`config.mk`:
```
export PLATFORM = sky130hd
export DESIGN_NAME = ipv6_range_compare_and_cut_top
export DESIGN_NICKNAME = d
export VERILOG_FILES = /design/src/rtl/core/rrc_pkg.sv /design/src/rtl/core/rrc_cmp.sv /design/src/rtl/core/rrc_class.sv /design/src/rtl/core/rrc_cut.sv /design/src/rtl/core/rrc_emit.sv /design/src/rtl/core/ipv6_range_compare_and_cut_top.sv
export SDC_FILE = /design/constraint.sdc
export NUM_CORES = 2
export LEC_CHECK = 0
export BUFFER_PORTS_ARGS = -buffer_cell sky130_fd_sc_hd__buf_2
export CAP_MARGIN = 30
export CORE_MARGIN = 8
export CORE_UTILIZATION = 36
export CTS_CLUSTER_DIAMETER = 60
export CTS_CLUSTER_SIZE = 24
export DETAILED_ROUTE_END_ITERATION = 8
export GPL_TIMING_DRIVEN = 0
export SYNTH_ARGS = -nofsm -noshare
export SYNTH_HDL_FRONTEND = slang
export SYNTH_HIERARCHICAL = 1
export SYNTH_SLANG_ARGS = --single-unit
```
`constraint.sdc`:
```
create_clock -name clk -period 102.2 [get_ports clk]
set_input_delay 5.11 -clock clk [delete_from_list [all_inputs] [get_ports clk]]
set_output_delay 5.11 -clock clk [all_outputs]
set_load 0.01 [all_outputs]
```
`src/rtl/core/rrc_pkg.sv`:
```
// ----------------------------------------------------------------------------
// rrc_pkg
// Types and codes shared by the 128-bit range compare and cut pipeline.
// ----------------------------------------------------------------------------
package rrc_pkg;

	typedef logic [127:0] addr_t;

	localparam logic [2:0] REL_EQUAL    = 3'd0;
	localparam logic [2:0] REL_INSIDE   = 3'd1;
	localparam logic [2:0] REL_ENCLOSES = 3'd2;
	localparam logic [2:0] REL_OVL_LOW  = 3'd3;
	localparam logic [2:0] REL_BELOW    = 3'd4;
	localparam logic [2:0] REL_OVL_HIGH = 3'd5;
	localparam logic [2:0] REL_ABOVE    = 3'd6;
	localparam logic [2:0] REL_ERROR    = 3'd7;

	typedef struct packed {
		logic [63:0] a_low_upper;
		logic [63:0] a_low_lower;
		logic [63:0] a_high_upper;
		logic [63:0] a_high_lower;
		logic [63:0] b_low_upper;
		logic [63:0] b_low_lower;
		logic [63:0] b_high_upper;
		logic [63:0] b_high_lower;
	} in_beat_t;

	typedef struct packed {
		logic [2:0]  relation;
		logic [1:0]  piece_index;
		logic        piece_valid;
		logic [63:0] piece_low_upper;
		logic [63:0] piece_low_lower;
		logic [63:0] piece_high_upper;
		logic [63:0] piece_high_lower;
		logic        last;
	} out_beat_t;

	typedef struct packed {
		logic hi_eq;
		logic hi_lt;
		logic hi_gt;
		logic lo_eq;
		logic lo_lt;
		logic lo_gt;
	} cmp_t;

	typedef struct packed {
		logic [63:0] hi;
		logic [63:0] lo;
		logic        c;
	} step_t;

	typedef struct packed {
		addr_t a1;
		addr_t a2;
		addr_t b1;
		addr_t b2;
		cmp_t  c11;
		cmp_t  c22;
		cmp_t  c12;
		cmp_t  c21;
		step_t da1;
		step_t db1;
		step_t ia2;
		step_t ib2;
	} s1_t;

	typedef struct packed {
		logic [2:0] rel;
		logic       eq_low;
		logic       eq_high;
		addr_t      a1;
		addr_t      a2;
		addr_t      b1;
		addr_t      b2;
		addr_t      dec_a1;
		addr_t      dec_b1;
		addr_t      inc_a2;
		addr_t      inc_b2;
	} s2_t;

	typedef struct packed {
		addr_t lo;
		addr_t hi;
	} piece_t;

	typedef struct packed {
		logic [2:0]       rel;
		logic             has_piece;
		logic [1:0]       cnt;
		piece_t [2:0]     pc;
	} s3_t;

endpackage

```
`src/rtl/core/rrc_cmp.sv`:
```
// ----------------------------------------------------------------------------
// rrc_cmp
// First stage: 64-bit half compares of the endpoint pairs and the lower half
// of each plus or minus one step.
// ----------------------------------------------------------------------------
module rrc_cmp (
	input  logic             clk,
	input  logic             arst_n,
	input  logic             up_valid,
	output logic             up_ready,
	input  rrc_pkg::in_beat_t up_data,
	output logic             dn_valid,
	input  logic             dn_ready,
	output rrc_pkg::s1_t     dn_data
);

	logic         vld_s1;
	rrc_pkg::s1_t st_s1;
	rrc_pkg::s1_t nxt;

	function automatic rrc_pkg::cmp_t half_cmp(rrc_pkg::addr_t x, rrc_pkg::addr_t y);
		rrc_pkg::cmp_t r;
		r.hi_eq = x[127:64] == y[127:64];
		r.hi_lt = x[127:64] <  y[127:64];
		r.hi_gt = x[127:64] >  y[127:64];
		r.lo_eq = x[63:0] == y[63:0];
		r.lo_lt = x[63:0] <  y[63:0];
		r.lo_gt = x[63:0] >  y[63:0];
		return r;
	endfunction

	function automatic rrc_pkg::step_t low_dec(rrc_pkg::addr_t x);
		rrc_pkg::step_t r;
		r.hi = x[127:64];
		r.lo = x[63:0] - 64'd1;
		r.c  = x[63:0] == 64'd0;
		return r;
	endfunction

	function automatic rrc_pkg::step_t low_inc(rrc_pkg::addr_t x);
		rrc_pkg::step_t r;
		r.hi = x[127:64];
		r.lo = x[63:0] + 64'd1;
		r.c  = x[63:0] == '1;
		return r;
	endfunction

	always_comb begin
		nxt.a1  = {up_data.a_low_upper, up_data.a_low_lower};
		nxt.a2  = {up_data.a_high_upper, up_data.a_high_lower};
		nxt.b1  = {up_data.b_low_upper, up_data.b_low_lower};
		nxt.b2  = {up_data.b_high_upper, up_data.b_high_lower};
		nxt.c11 = half_cmp(nxt.a1, nxt.b1);
		nxt.c22 = half_cmp(nxt.a2, nxt.b2);
		nxt.c12 = half_cmp(nxt.a1, nxt.b2);
		nxt.c21 = half_cmp(nxt.a2, nxt.b1);
		nxt.da1 = low_dec(nxt.a1);
		nxt.db1 = low_dec(nxt.b1);
		nxt.ia2 = low_inc(nxt.a2);
		nxt.ib2 = low_inc(nxt.b2);
	end

	assign up_ready = !vld_s1 || dn_ready;
	assign dn_valid = vld_s1;
	assign dn_data  = st_s1;

	always_ff @(posedge clk or negedge arst_n) begin
		if (!arst_n) begin
			vld_s1 <= 1'b0;
		end else if (up_ready) begin
			vld_s1 <= up_valid;
		end
	end

	always_ff @(posedge clk) begin
		if (up_valid && up_ready) begin
			st_s1 <= nxt;
		end
	end

endmodule

```
`src/rtl/core/rrc_class.sv`:
```
// ----------------------------------------------------------------------------
// rrc_class
// Second stage: full 128-bit compares, relation class in priority order and
// the upper half of each plus or minus one step.
// ----------------------------------------------------------------------------
module rrc_class (
	input  logic         clk,
	input  logic         arst_n,
	input  logic         up_valid,
	output logic         up_ready,
	input  rrc_pkg::s1_t up_data,
	output logic         dn_valid,
	input  logic         dn_ready,
	output rrc_pkg::s2_t dn_data
);

	logic         vld_s2;
	rrc_pkg::s2_t st_s2;
	rrc_pkg::s2_t nxt;
	logic         eq11, eq22, lt11, gt11, lt22, gt22, lt12, gt12, gt21;

	function automatic logic is_lt(rrc_pkg::cmp_t c);
		return c.hi_lt || (c.hi_eq && c.lo_lt);
	endfunction

	function automatic logic is_gt(rrc_pkg::cmp_t c);
		return c.hi_gt || (c.hi_eq && c.lo_gt);
	endfunction

	always_comb begin
		eq11 = up_data.c11.hi_eq && up_data.c11.lo_eq;
		eq22 = up_data.c22.hi_eq && up_data.c22.lo_eq;
		lt11 = is_lt(up_data.c11);
		gt11 = is_gt(up_data.c11);
		lt22 = is_lt(up_data.c22);
		gt22 = is_gt(up_data.c22);
		lt12 = is_lt(up_data.c12);
		gt12 = is_gt(up_data.c12);
		gt21 = is_gt(up_data.c21);

		if (eq11 && eq22) begin
			nxt.rel = rrc_pkg::REL_EQUAL;
		end else if (!lt11 && lt12 && !gt22) begin
			nxt.rel = rrc_pkg::REL_INSIDE;
		end else if (!gt11 && !lt22) begin
			nxt.rel = rrc_pkg::REL_ENCLOSES;
		end else if (lt11 && lt22 && gt21) begin
			nxt.rel = rrc_pkg::REL_OVL_LOW;
		end else if (lt11 && lt22) begin
			nxt.rel = rrc_pkg::REL_BELOW;
		end else if (gt11 && lt12 && gt22) begin
			nxt.rel = rrc_pkg::REL_OVL_HIGH;
		end else if (gt12) begin
			nxt.rel = rrc_pkg::REL_ABOVE;
		end else begin
			nxt.rel = rrc_pkg::REL_ERROR;
		end

		nxt.eq_low  = eq11;
		nxt.eq_high = eq22;
		nxt.a1      = up_data.a1;
		nxt.a2      = up_data.a2;
		nxt.b1      = up_data.b1;
		nxt.b2      = up_data.b2;
		nxt.dec_a1  = {up_data.da1.hi - {63'd0, up_data.da1.c}, up_data.da1.lo};
		nxt.dec_b1  = {up_data.db1.hi - {63'd0, up_data.db1.c}, up_data.db1.lo};
		nxt.inc_a2  = {up_data.ia2.hi + {63'd0, up_data.ia2.c}, up_data.ia2.lo};
		nxt.inc_b2  = {up_data.ib2.hi + {63'd0, up_data.ib2.c}, up_data.ib2.lo};
	end

	assign up_ready = !vld_s2 || dn_ready;
	assign dn_valid = vld_s2;
	assign dn_data  = st_s2;

	always_ff @(posedge clk or negedge arst_n) begin
		if (!arst_n) begin
			vld_s2 <= 1'b0;
		end else if (up_ready) begin
			vld_s2 <= up_valid;
		end
	end

	always_ff @(posedge clk) begin
		if (up_valid && up_ready) begin
			st_s2 <= nxt;
		end
	end

endmodule

```
`src/rtl/core/rrc_cut.sv`:
```
// ----------------------------------------------------------------------------
// rrc_cut
// Third stage: picks the cut pieces and their count for the relation class.
// ----------------------------------------------------------------------------
module rrc_cut (
	input  logic         clk,
	input  logic         arst_n,
	input  logic         up_valid,
	output logic         up_ready,
	input  rrc_pkg::s2_t up_data,
	output logic         dn_valid,
	input  logic         dn_ready,
	output rrc_pkg::s3_t dn_data
);

	logic         vld_s3;
	rrc_pkg::s3_t st_s3;
	rrc_pkg::s3_t nxt;

	always_comb begin
		nxt.rel       = up_data.rel;
		nxt.has_piece = 1'b1;
		nxt.cnt       = 2'd3;
		nxt.pc        = '0;
		case (up_data.rel)
			rrc_pkg::REL_OVL_LOW: begin
				nxt.pc[0] = {up_data.a1, up_data.dec_b1};
				nxt.pc[1] = {up_data.b1, up_data.a2};
				nxt.pc[2] = {up_data.inc_a2, up_data.b2};
			end
			rrc_pkg::REL_OVL_HIGH: begin
				nxt.pc[0] = {up_data.b1, up_data.dec_a1};
				nxt.pc[1] = {up_data.a1, up_data.b2};
				nxt.pc[2] = {up_data.inc_b2, up_data.a2};
			end
			rrc_pkg::REL_INSIDE: begin
				if (up_data.eq_low) begin
					nxt.cnt   = 2'd2;
					nxt.pc[0] = {up_data.a1, up_data.a2};
					nxt.pc[1] = {up_data.inc_a2, up_data.b2};
				end else if (up_data.eq_high) begin
					nxt.cnt   = 2'd2;
					nxt.pc[0] = {up_data.b1, up_data.dec_a1};
					nxt.pc[1] = {up_data.a1, up_data.a2};
				end else begin
					nxt.pc[0] = {up_data.b1, up_data.dec_a1};
					nxt.pc[1] = {up_data.a1, up_data.a2};
					nxt.pc[2] = {up_data.inc_a2, up_data.b2};
				end
			end
			rrc_pkg::REL_ENCLOSES: begin
				if (up_data.eq_low) begin
					nxt.cnt   = 2'd2;
					nxt.pc[0] = {up_data.b1, up_data.b2};
					nxt.pc[1] = {up_data.inc_b2, up_data.a2};
				end else if (up_data.eq_high) begin
					nxt.cnt   = 2'd2;
					nxt.pc[0] = {up_data.a1, up_data.dec_b1};
					nxt.pc[1] = {up_data.b1, up_data.b2};
				end else begin
					nxt.pc[0] = {up_data.a1, up_data.dec_b1};
					nxt.pc[1] = {up_data.b1, up_data.b2};
					nxt.pc[2] = {up_data.inc_b2, up_data.a2};
				end
			end
			default: begin
				nxt.has_piece = 1'b0;
				nxt.cnt       = 2'd1;
			end
		endcase
	end

	assign up_ready = !vld_s3 || dn_ready;
	assign dn_valid = vld_s3;
	assign dn_data  = st_s3;

	always_ff @(posedge clk or negedge arst_n) begin
		if (!arst_n) begin
			vld_s3 <= 1'b0;
		end else if (up_ready) begin
			vld_s3 <= up_valid;
		end
	end

	always_ff @(posedge clk) begin
		if (up_valid && up_ready) begin
			st_s3 <= nxt;
		end
	end

endmodule

```
`src/rtl/core/rrc_emit.sv`:
```
// ----------------------------------------------------------------------------
// rrc_emit
// Output stage: holds one item's pieces and sends them one beat per cycle while dn_ready is high.
// ----------------------------------------------------------------------------
module rrc_emit (
	input  logic               clk,
	input  logic               arst_n,
	input  logic               up_valid,
	output logic               up_ready,
	input  rrc_pkg::s3_t       up_data,
	output logic               dn_valid,
	input  logic               dn_ready,
	output rrc_pkg::out_beat_t dn_data
);

	logic         busy_q;
	logic [1:0]   idx_q;
	rrc_pkg::s3_t item_q;
	logic         is_last;

	assign is_last  = idx_q == (item_q.cnt - 2'd1);
	assign up_ready = !busy_q || (dn_ready && is_last);
	assign dn_valid = busy_q;

	always_comb begin
		dn_data.relation         = item_q.rel;
		dn_data.piece_index      = idx_q;
		dn_data.piece_valid      = item_q.has_piece;
		dn_data.piece_low_upper  = item_q.pc[idx_q].lo[127:64];
		dn_data.piece_low_lower  = item_q.pc[idx_q].lo[63:0];
		dn_data.piece_high_upper = item_q.pc[idx_q].hi[127:64];
		dn_data.piece_high_lower = item_q.pc[idx_q].hi[63:0];
		dn_data.last             = is_last;
	end

	always_ff @(posedge clk or negedge arst_n) begin
		if (!arst_n) begin
			busy_q <= 1'b0;
			idx_q  <= 2'd0;
		end else if (up_valid && up_ready) begin
			busy_q <= 1'b1;
			idx_q  <= 2'd0;
		end else if (busy_q && dn_ready) begin
			if (is_last) begin
				busy_q <= 1'b0;
				idx_q  <= 2'd0;
			end else begin
				idx_q <= idx_q + 2'd1;
			end
		end
	end

	always_ff @(posedge clk) begin
		if (up_valid && up_ready) begin
			item_q <= up_data;
		end
	end

endmodule

```
`src/rtl/core/ipv6_range_compare_and_cut_top.sv`:
```
// Path: an item is registered in the cmp, class and cut stages, then in the emit stage.
// Throughput: one item per cycle enters the three compute stages unless stalled; the
// output stage sends one beat per cycle while result_ready is high, 1 to 3 per item.
// Reset: arst_n clears all valid bits and the output stage's beat counter.
// ----------------------------------------------------------------------------
// ipv6_range_compare_and_cut_top
// Classifies two inclusive 128-bit ranges and cuts overlapping ones into pieces.
// ----------------------------------------------------------------------------
module ipv6_range_compare_and_cut_top (
	input  logic               clk,
	input  logic               arst_n,
	input  logic               item_valid,
	output logic               item_ready,
	input  rrc_pkg::in_beat_t  item,
	output logic               result_valid,
	input  logic               result_ready,
	output rrc_pkg::out_beat_t result
);

	logic         v1, r1, v2, r2, v3, r3;
	rrc_pkg::s1_t d1;
	rrc_pkg::s2_t d2;
	rrc_pkg::s3_t d3;

	rrc_cmp u_cmp (
		.clk      (clk),
		.arst_n   (arst_n),
		.up_valid (item_valid),
		.up_ready (item_ready),
		.up_data  (item),
		.dn_valid (v1),
		.dn_ready (r1),
		.dn_data  (d1)
	);

	rrc_class u_class (
		.clk      (clk),
		.arst_n   (arst_n),
		.up_valid (v1),
		.up_ready (r1),
		.up_data  (d1),
		.dn_valid (v2),
		.dn_ready (r2),
		.dn_data  (d2)
	);

	rrc_cut u_cut (
		.clk      (clk),
		.arst_n   (arst_n),
		.up_valid (v2),
		.up_ready (r2),
		.up_data  (d2),
		.dn_valid (v3),
		.dn_ready (r3),
		.dn_data  (d3)
	);

	rrc_emit u_emit (
		.clk      (clk),
		.arst_n   (arst_n),
		.up_valid (v3),
		.up_ready (r3),
		.up_data  (d3),
		.dn_valid (result_valid),
		.dn_ready (result_ready),
		.dn_data  (result)
	);

	a_no_piece_single : assert property (@(posedge clk) disable iff (!arst_n)
		result_valid && !result.piece_valid |-> result.last && result.piece_index == 2'd0)
		else $error("beat without a piece is not a lone last beat");

	a_index_steps : assert property (@(posedge clk) disable iff (!arst_n)
		result_valid && result_ready && !result.last |=>
			result_valid && result.piece_index == $past(result.piece_index) + 2'd1)
		else $error("piece index did not advance by one within an item");

	a_piece_class : assert property (@(posedge clk) disable iff (!arst_n)
		result_valid && result.piece_valid |->
			result.relation == rrc_pkg::REL_INSIDE || result.relation == rrc_pkg::REL_ENCLOSES ||
			result.relation == rrc_pkg::REL_OVL_LOW || result.relation == rrc_pkg::REL_OVL_HIGH)
		else $error("piece emitted for a class that is not cut");

endmodule
```
# Word-level counts from Yosys, hierarchy flattened
# Index checks and enable logic that the tools add are counted.
dict set report totals {
  register_bits 3631
  in_bits 516
}
dict set report classes {
  add_sub_neg 10
  order_cmp 15
  n_eq_ne 13
  n_mux 25
  reduce_logical 52
}
# op count
set op_table {}
lappend op_table {{$pmux 768 s4} 1}
lappend op_table {{$mux 256} 5}
lappend op_table {{$mux 512} 2}
lappend op_table {{$bmux 256 s2} 1}
lappend op_table {{$gt 64x64->1} 8}
lappend op_table {{$eq 64x64->1} 6}
lappend op_table {{$lt 64x64->1} 6}
lappend op_table {{$add 64x1->64} 2}
lappend op_table {{$add 64x1->64 const B} 2}
lappend op_table {{$eq 64x64->1 const B} 2}
lappend op_table {{$logic_not 64->1} 2}
lappend op_table {{$sub 64x1->64} 2}
lappend op_table {{$sub 64x1->64 const B} 2}
lappend op_table {{$logic_and 1x1->1} 23}
lappend op_table {{$mux 2} 6}
lappend op_table {{$logic_or 1x1->1} 11}
lappend op_table {{$logic_not 1->1} 8}
lappend op_table {{$reduce_or 4->1} 2}
lappend op_table {{$mux 1} 7}
lappend op_table {{$eq 3x2->1 const B} 2}
lappend op_table {{$mux 3} 2}
lappend op_table {{$reduce_or 2->1} 3}
lappend op_table {{$pmux 2 s2} 1}
lappend op_table {{$reduce_bool 2->1} 2}
lappend op_table {{other kinds (7)} 7}

# Logic depth before layout (Yosys ltp)
dict set report logic_depth {
  word_depth 9
  ltp_mapped 10
  depth_no_buf 9
}

# Modules after synthesis
# Netlist, hierarchy kept.
# mod instances cells_per_inst area_per_inst_um2 seq_area_each_um2
set modules_own_cells {}
lappend modules_own_cells {rrc_cut 1 4097 47734.5 23237.3}
lappend modules_own_cells {rrc_cmp 1 3333 42389.4 23927.9}
lappend modules_own_cells {rrc_class 1 1843 36248.5 30924.7}
lappend modules_own_cells {rrc_emit 1 1657 28802.6 23317.4}

# Least setup slack after synthesis
# Ideal clock, no wire load.
dict set report synth_path {
  kind {input to register}
  from {input result_ready}
  to {register u_emit.item_q (netlist bit u_emit/dn_data[257]) (enable)}
  arrival_ns 46.930
  slack_ns 52.890
  stages 2
  cell_sequence {or3b_4 > a31oi_1}
}
dict set report synth_between {
  elab_chain_cells 3
}
# element line
set synth_rtl {}
lappend synth_rtl {{from (decl)} ipv6_range_compare_and_cut_top.sv:16} ;# input logic result_ready,
lappend synth_rtl {{$logic_and 1x1->1} rrc_emit.sv:22} ;# assign up_ready = !busy_q || (dn_ready && is_last);
lappend synth_rtl {{$logic_or 1x1->1} rrc_emit.sv:22}
lappend synth_rtl {{$logic_and 1x1->1} rrc_emit.sv:54} ;# if (up_valid && up_ready) begin
lappend synth_rtl {{to (signal assigned)} rrc_emit.sv:55} ;# item_q <= up_data;
lappend synth_rtl {{to (decl)} rrc_emit.sv:18} ;# rrc_pkg::s3_t item_q;
# No other way between the ends.
# A chain may end at the register's enable or synchronous reset.

# Worst setup path after layout
dict set report layout_path {
  from {input result_ready}
  to {output item_ready}
}
dict set report layout_between {
  elab_chain_cells 5
}
# element line
set layout_rtl {}
lappend layout_rtl {{$logic_and 1x1->1} rrc_emit.sv:22}
lappend layout_rtl {{$logic_or 1x1->1} rrc_emit.sv:22}
lappend layout_rtl {{net r3} ipv6_range_compare_and_cut_top.sv:20} ;# logic v1, r1, v2, r2, v3, r3;
lappend layout_rtl {{$logic_or 1x1->1} rrc_cut.sv:73} ;# assign up_ready = !vld_s3 || dn_ready;
lappend layout_rtl {{net r2} ipv6_range_compare_and_cut_top.sv:20}
lappend layout_rtl {{$logic_or 1x1->1} rrc_class.sv:71} ;# assign up_ready = !vld_s2 || dn_ready;
lappend layout_rtl {{net r1} ipv6_range_compare_and_cut_top.sv:20}
lappend layout_rtl {{$logic_or 1x1->1} rrc_cmp.sv:63} ;# assign up_ready = !vld_s1 || dn_ready;
lappend layout_rtl {{to (decl)} ipv6_range_compare_and_cut_top.sv:13} ;# output logic item_ready,
# The timed path passes the listed nets, and every way through them passes these cells.

==> out/summary.txt <==
CTS Root Cell -> clkbuf_16
Vias in the first global route -> 96,900
Rows -> 241
Drt pass-1 iters -> 6
HP Class -> reg2reg
Clk_skew -> 0.0490 ns
Final wirelength -> 559,000 um
Commonest non-fill, non-tap cells in the layout -> edfxtp_1 (3,368), buf_2 (994), nand2_1 (671)
Post-Syn Nets -> 12,000
FF-to-FF setup slack -> 97.22 ns
Max Cap Viol -> 0
Synth Instances -> 10,900
Full die area -> 452,000 um2
R2r endpoint -> u_class/dn_data[951]
Share of cells above drive strength 1 -> 17.7%
RR Startpoint -> u_emit/idx_q[0]
Final Hold Viols -> 0
Commonest non-fill, non-tap cell in the layout -> edfxtp_1
Ports -> 781
Post-CTS Hold Fix Bufs -> 0
Setup crit end -> item_ready
PortBufs -> 780
Setup TNS -> 0 ns
CTS resizes -> 0
CTS clock-pin slew for the worst setup and hold paths -> 0.09 ns
DIE HEIGHT -> 672 um
Total CTS buffers -> 228
Largest net degree at the start of global routing -> 75
Max Root-Sink Buffers -> 4
Outcome -> complete, no violations
Clock sink count -> 3,374
Final #Nets -> 13,100
Critical path capture point type -> primary output
Via count -> 101,000
GRT Overall Usage -> 23.6%
Final Setup Violations -> 0
Fmax achieved -> 87.4 MHz
Period Utilization, post-route -> 11.2%
Worst vdd ir -> 0.0000172 V
Worst r2r path cells -> 13
Final Critical Period -> 11.45 ns
Synth-to-layout area growth -> 14.4%
YS warnings -> 6
RSZ-0062 raised after global routing -> no
Worst-margin pin slew -> 1.16 ns
DRC Markers -> 0
Crit path launch -> result_ready
Post-Syn Area -> 155,000 um2
Fin area -> 177,000 um2
GPL Wtd Cong -> 0.951
Wirelength per Cell -> 30.8 um
DRT antenna net count -> 0
CP startpoint kind -> input pin
Area after DPL -> 169,000 um2
# H-tree levels -> 4
Fillers -> 39,900
Mean Syn Cell Area -> 14.2 um2
Vias/cell -> 5.59
Grt ovf -> 0
Hpwl dp -> 439,000 um
Post-CTS Setup Bufs -> 0
Initial antenna violation count -> 195
Slew margin rel. -> 21.8%
Pwr dens -> 25.5 nW/um2
Leakage -> 63.5 nW
CTS tree -> yes
Critical Path AT -> 6.34 ns
First-pass GRT wire length -> 755,000 um
Die width -> 672 um
Core ar. -> 430,000 um2
Max-slew violations -> 0
Clock Latency Late Sink -> 0.98 ns
CP Max Fanout -> 3
Starting Density -> 36.1%
Initial DRC count -> 12,500
Required time of the critical path -> 97.09 ns
Worst setup path category -> in2out
==> state kept, by name (all words and copies together), names as in the netlist, 2 cells and up <==
register and count:
u_emit/dn_data 4, u_cut/dn_data 773, u_emit/idx_q 2, u_emit/item_q 770, u_class/dn_data 1029, u_cmp/dn_data 792
==> stage by stage <==
step / hold WS, ns / setup WS, ns / power (mW) / cells / utilization [%]
after global routing: 0.389 / 90.67 / 4.69 / 18100 / 41.2
after detailed placement: 0.405 / 90.76 / 3.54 / 17600 / 39.3
after global placement: 0.400 / 32.84 / 4.13 / 17400 / 38.6
after CTS: 0.389 / 90.76 / 4.55 / 18000 / 41.2
final: 0.391 / 90.75 / 4.53 / 18100 / 41.3
after floorplan: 0.400 / 52.89 / 3.30 / 10900 / -
==> routing by layer <==
layer | vias up | global-route usage (%) | wire length, um | part of all wire (%)
li1 | 44800 | - | - | -
met1 | 50300 | 29.4 | 216000 | 39
met2 | 4872 | 36.8 | 252000 | 45
met3 | 1240 | 3.65 | 40900 | 7.3
met4 | 48 | 18.5 | 50000 | 8.9
met5 | - | 0 | 304 | 0.054
==> area by class of cell <==
cell class / count / area (um2) / share of cell area [%]
antenna: 176 / 440 / 0.248
buffer: 858 / 4840 / 2.73
clock buffer: 243 / 5850 / 3.29
clock inverter: 167 / 2290 / 1.29
inverter: 299 / 1120 / 0.632
multi-input combinational: 6395 / 47900 / 27.0
sequential: 3374 / 101000 / 57.1
tap: 5710 / 7140 / 4.03
timing repair buffer: 919 / 6540 / 3.69
==> report_power, final <==
part	internal (mW)	total, mW	switching, mW	leakage (nW)
Combinational	0.460	1.36	0.897	28.5
Clock	0.476	1.02	0.540	3.91
Sequential	1.98	2.16	0.175	31.1
==> worst min path at each step <==
stage / startpoint / endpoint / slack [ns] / depth (start not counted)
after CTS: u_cmp/dn_data[57] / u_class/dn_data[56] / 0.39 / 0
after global routing: u_cmp/dn_data[980] / u_class/dn_data[952] / 0.39 / 0
final: u_cmp/dn_data[296] / u_class/dn_data[293] / 0.39 / 0
after global placement: u_cut/dn_data[747] / u_emit/item_q[747] / 0.40 / 0
after detailed placement: u_cmp/dn_data[140] / u_class/dn_data[138] / 0.40 / 0
after floorplan: u_cmp/dn_data[1] / u_class/dn_data[0] / 0.40 / 0
==> worst max-delay path: stages <==
cell      delay (ns)
buf_2           0.11
or3b_4          0.41
nand3_1         0.09
nand2b_1        0.14
nand2b_1        0.15
nand2b_1        0.18
buf_2           0.16
Note: power is estimated with default switching activity, not from simulation.
